File: src/rtl/core/mrrp_pkg.sv
// Package: shared types, codes and helpers for the mirror rank reorder block.
`default_nettype none
package mrrp_pkg;

  localparam int MaxSourcesDef  = 16;
  localparam int MinFinishedDef = 3;

  localparam logic [1:0] OP_START  = 2'd0;
  localparam logic [1:0] OP_FINISH = 2'd1;

  localparam logic [1:0] RO_NONE = 2'd0;
  localparam logic [1:0] RO_UP   = 2'd1;
  localparam logic [1:0] RO_DOWN = 2'd2;
  localparam logic [1:0] RO_END  = 2'd3;

  localparam logic [1:0] CFG_IN_USE  = 2'd0;
  localparam logic [1:0] CFG_LIMIT   = 2'd1;
  localparam logic [1:0] CFG_WAIT    = 2'd2;
  localparam logic [1:0] CFG_FACTOR  = 2'd3;

  typedef enum logic [3:0] {
    ST_IDLE, ST_RD, ST_CALC, ST_WB, ST_RDN, ST_MULX, ST_MULY, ST_DEC, ST_FIN
  } state_t;

  typedef enum logic [1:0] {PLAN_NONE, PLAN_END, PLAN_CMP} plan_t;

  typedef struct packed {
    logic [31:0] succ;
    logic [31:0] fail;
    logic [7:0]  run;
    logic [7:0]  peak;
    logic [15:0] rcnt;
    logic [31:0] rwait;
    logic [31:0] dline;
  } stat_t;

  typedef struct packed {
    logic accept;
    logic rd_self;
    logic rd_nb;
    logic calc;
    logic wb;
    logic mul_x;
    logic mul_y;
    logic dec;
    logic load_out;
  } cmd_t;

  typedef struct packed {
    logic bad_id;
    logic need_cmp;
    logic out_busy;
  } status_t;

  function automatic logic rank_known(input logic [31:0] succ, input logic [31:0] fail,
                                      input logic [7:0] min_fin);
    logic [32:0] total;
    total = {1'b0, succ} + {1'b0, fail};
    return total >= {25'd0, min_fin};
  endfunction

endpackage
`default_nettype wire

File: src/rtl/core/mrrp_ctrl.sv
// Controller: sequences read, update, writeback, ratio compare and result load.
`default_nettype none
module mrrp_ctrl (
  input  wire                 clk,
  input  wire                 rst_n,
  input  wire                 in_valid,
  output logic                in_ready,
  input  mrrp_pkg::status_t   status,
  output mrrp_pkg::cmd_t      cmd
);

  mrrp_pkg::state_t state_r, state_nxt;

  always_ff @(posedge clk) begin
    if (!rst_n) begin
      state_r <= mrrp_pkg::ST_IDLE;
    end else begin
      state_r <= state_nxt;
    end
  end

  always_comb begin
    state_nxt = state_r;
    case (state_r)
      mrrp_pkg::ST_IDLE: if (in_valid) state_nxt = mrrp_pkg::ST_RD;
      mrrp_pkg::ST_RD: begin
        state_nxt = status.bad_id ? mrrp_pkg::ST_FIN : mrrp_pkg::ST_CALC;
      end
      mrrp_pkg::ST_CALC: state_nxt = mrrp_pkg::ST_WB;
      mrrp_pkg::ST_WB: begin
        state_nxt = status.need_cmp ? mrrp_pkg::ST_RDN : mrrp_pkg::ST_DEC;
      end
      mrrp_pkg::ST_RDN: state_nxt = mrrp_pkg::ST_MULX;
      mrrp_pkg::ST_MULX: state_nxt = mrrp_pkg::ST_MULY;
      mrrp_pkg::ST_MULY: state_nxt = mrrp_pkg::ST_DEC;
      mrrp_pkg::ST_DEC: state_nxt = mrrp_pkg::ST_FIN;
      mrrp_pkg::ST_FIN: if (!status.out_busy) state_nxt = mrrp_pkg::ST_IDLE;
      default: state_nxt = mrrp_pkg::ST_IDLE;
    endcase
  end

  always_comb begin
    cmd = '0;
    in_ready = 1'b0;
    case (state_r)
      mrrp_pkg::ST_IDLE: begin
        in_ready = 1'b1;
        cmd.accept = in_valid;
      end
      mrrp_pkg::ST_RD: cmd.rd_self = 1'b1;
      mrrp_pkg::ST_CALC: cmd.calc = 1'b1;
      mrrp_pkg::ST_WB: cmd.wb = 1'b1;
      mrrp_pkg::ST_RDN: cmd.rd_nb = 1'b1;
      mrrp_pkg::ST_MULX: cmd.mul_x = 1'b1;
      mrrp_pkg::ST_MULY: cmd.mul_y = 1'b1;
      mrrp_pkg::ST_DEC: cmd.dec = 1'b1;
      mrrp_pkg::ST_FIN: cmd.load_out = !status.out_busy;
      default: cmd = '0;
    endcase
  end

endmodule
`default_nettype wire

File: config.mk
export PLATFORM = sky130hd
export DESIGN_NAME = mrrp_ctrl
export DESIGN_NICKNAME = d
export VERILOG_FILES = /design/src/rtl/core/mrrp_pkg.sv /design/src/rtl/core/mrrp_ctrl.sv
export SDC_FILE = /design/constraint.sdc
export NUM_CORES = 1
export LEC_CHECK = 0
export BUFFER_PORTS_ARGS = -buffer_cell sky130_fd_sc_hd__buf_2
export CAP_MARGIN = 0
export CORE_AREA = 3 3 40 42
export DETAILED_ROUTE_END_ITERATION = 10
export DIE_AREA = 0 0 43 45
export MAX_ROUTING_LAYER = met4
export PLACE_DENSITY = 0.45
export SLEW_MARGIN = 20
export SYNTH_ARGS = -nofsm -noshare
export SYNTH_HDL_FRONTEND = slang
export SYNTH_SLANG_ARGS = --single-unit
File: constraint.sdc
create_clock -name clk -period 1 [get_ports clk]
set_input_delay 0.1 -clock clk [delete_from_list [all_inputs] [get_ports clk]]
set_output_delay 0.1 -clock clk [all_outputs]
set_load 0.01 [all_outputs]
==> flow_metrics.tcl <==
set metrics [dict create \
    dieArea_um2 1940 \
    cts_tree "yes" \
    initial_core_util 0.215 \
    yosysSeqAreaShare 0.290 \
    diodes 0 \
    die_w_um 43 \
    regMostFlops "state_r" \
    final_layout_size_suffix_gt1_frac 0.776 \
    cap_violations 0 \
    synth_edf_count 0 \
    ant_nets 0 \
    place_congestion 0.646 \
    p_leak_nw 0.296 \
    cts_max_path_buffers 2 \
    setup_viol 14 \
    top_regs "state_r x4" \
    combPwrFrac 0.352 \
    powerDensity_nw_per_um2 997 \
    synth_xor_area_frac 0.0317 \
    finalWorstSetupSlack_ns -0.280 \
    filler_cell_count 126 \
    synthArstFlopShare 0 \
    wl_per_cell_um 10.4 \
    synth_seq_cells 4 \
    synthAdderAreaFrac 0 \
    worstSetupPathType "reg -> out" \
    wl_um 852 \
    r2r_cells 4 \
    violations "setup timing" \
    post-place-ws_ns -0.0970 \
    drt_iter0_drc 8 \
    setup-tns-final_ns -2.41 \
    finalMaxSlewViolations 0 \
    yosys.area.top_type "dfxtp_1" \
    syn_inst 37 \
    largest_reg_flops 4 \
    via_per_inst 4.45 \
    r2r_end "state_r[3]" \
    min_from "rst_n" \
    grt_max_degree 10 \
    fin_skew_ns 0.00342 \
    cp.required_ns 0.90 \
    rsz0062_at_grt "true" \
    internal-power_w 0.000433 \
    min_to "state_r[3]" \
    grt_pass1_wl_um 1350 \
    clock_latency_ns 0.24 \
    switchingPower_w 0.000174 \
    grt_usage 0.0977 \
    p_total_w 0.000606 \
    fin_crit_sh 1.28 \
    hpwl_um 567 \
    synth.mux.area_fraction 0 \
    fin_crit_ns 1.28 \
    synth_top_area_share 0.290 \
    syn_area_per_cell_um2 7.47 \
    yosysMostFrequentCell "nor2_1" \
    cts_made_buffers 3 \
    antenna_found_initial 0 \
    yosysWarnings 0 \
    r2r_start "state_r[2]" \
    cts_root_buffer "clkbuf_4" \
    drc 0 \
    die_h_um 45 \
    synth-simple-area-share 0.475 \
    rows 13 \
    synth.net_count 43 \
    grt_pass1_vias 346 \
    numPortBuffers 15 \
    whs_path_depth 2 \
    end_kind "output port" \
    status "finished, violations left" \
    syn_area_um2 277 \
    cts_hold_buf 0 \
    synth_common_cells "nor2_1, dfxtp_1, nand2b_1, nor3_1" \
    seq_power_share 0.310 \
    drt_pass1_iterations 4 \
    multi_input_area_um2 251 \
    design.core.area_um2 1280 \
    min_path_type "in -> reg" \
    seq_area_um2 92.6 \
    worstMarginPinSlew_ns 0.198 \
    hold_viol 0 \
    grt_overflow_total 0 \
    synth_flop_cell "dfxtp_1" \
    peakVddDrop_mv 0.410 \
    fmaxAchievable_mhz 781 \
    max_slew_margin 0.867 \
    pwr-share-clk 0.337 \
    p_sw_frac 0.286 \
    area_growth_pct 120 \
    path_max_fanout 4 \
    nNetsFinal 75 \
    path_clk_slew_ns 0.04 \
    io_pins 16 \
    synth_compound_area_frac 0.127 \
    arrival_ns 1.18 \
    dr_total_vias 365 \
    r2r_slack_ns -0.17 \
    synth_area_leaders "dfxtp_1, nand2b_1, nor3_1" \
    start_kind "flop" \
    clock_sinks 4 \
    synth_top_family_by_area "simple AND/OR/NAND/NOR gates" \
    cts.htree.levels 1 \
    synth.distinct_cells 19 \
]
-- cells in the final DEF, fill, tap and decap left out, types with 2 or more instances in the layout --
cell type / synthesis / routed
a21oi_1: 3 / 2
buf_2: 2 / 15
buf_4: 0 / 8
buf_6: 1 / 6
clkbuf_4: 0 / 3
dfxtp_4: 0 / 3
nand2_2: 0 / 2
nand2b_1: 4 / 2
nand2b_4: 0 / 2
nor2_1: 5 / 3
nor2_2: 0 / 2
nor3_2: 0 / 4
-- kinds of logic (layout without fill, tap and decap cells) --
family / count (synthesis) / after routing
compound gates: 6 / 6
xor+xnor: 1 / 1
buf+inv: 3 / 33
flops: 4 / 4
simple gates: 23 / 23
-- critical path: stages, from the launching register on --
cell     delay [ns]
dfxtp_4        0.35
buf_12         0.13
or2b_1         0.23
nor3_2         0.09
buf_2          0.14
-- metrics by stage --
step	utilization	hold slack (ns)	cell area, µm²	cells
finish	0.473	0.0848	608	82
global route	0.473	0.111	608	82
CTS	0.439	0.0855	564	81
detailed placement	0.351	0.330	450	72
global placement	0.351	0.325	450	72
floorplan	-	0.218	305	37
-- power groups by stage --
| stage | Combinational (W) | Clock [W] | Sequential [W] |
|---|---|---|---|
| floorplan | 0.0000980 | 0 | 0.000178 |
| global placement | 0.000149 | 0 | 0.000193 |
| detailed placement | 0.000148 | 0 | 0.000193 |
| CTS | 0.000187 | 0.000206 | 0.000188 |
| global route | 0.000234 | 0.000211 | 0.000190 |
| finish | 0.000214 | 0.000204 | 0.000188 |
-- cell type report --
| type | count | share of cell area |
|---|---|---|
| Multi-Input combinational cell | 30 | 0.414 |
| Timing Repair Buffer | 30 | 0.366 |
| Sequential cell | 4 | 0.152 |
| Clock buffer | 3 | 0.0370 |
| Tap cell | 15 | 0.0309 |
-- how the worst max path moves through the flow --
stage	start	to
3_3_place_gp	state_r[0]	cmd[7]
6_report	state_r[2]	cmd[5]
5_1_grt	state_r[3]	cmd[8]
4_1_cts	state_r[2]	cmd[5]
2_1_floorplan	state_r[0]	cmd[8]
3_5_place_dp	state_r[0]	cmd[7]
-- layer usage --
layer | vias up | GRT usage | part of all wire | wire, µm
li1 | 191 | - | - | -
met1 | 164 | 0.101 | 0.43 | 369
met2 | 10 | 0.171 | 0.52 | 442
met3 | 0 | 0.0120 | 0.047 | 40
met4 | 0 | 0.0723 | 0 | 0
met5 | - | - | 0 | 0
-- what timing repair did --
item	4_1_cts	5_1_grt
pin swaps	5	7
resized for setup	15	11
buffers inserted	6	2
endpoints found under the setup margin	13	14
Note: power is estimated with default switching activity, not from simulation.
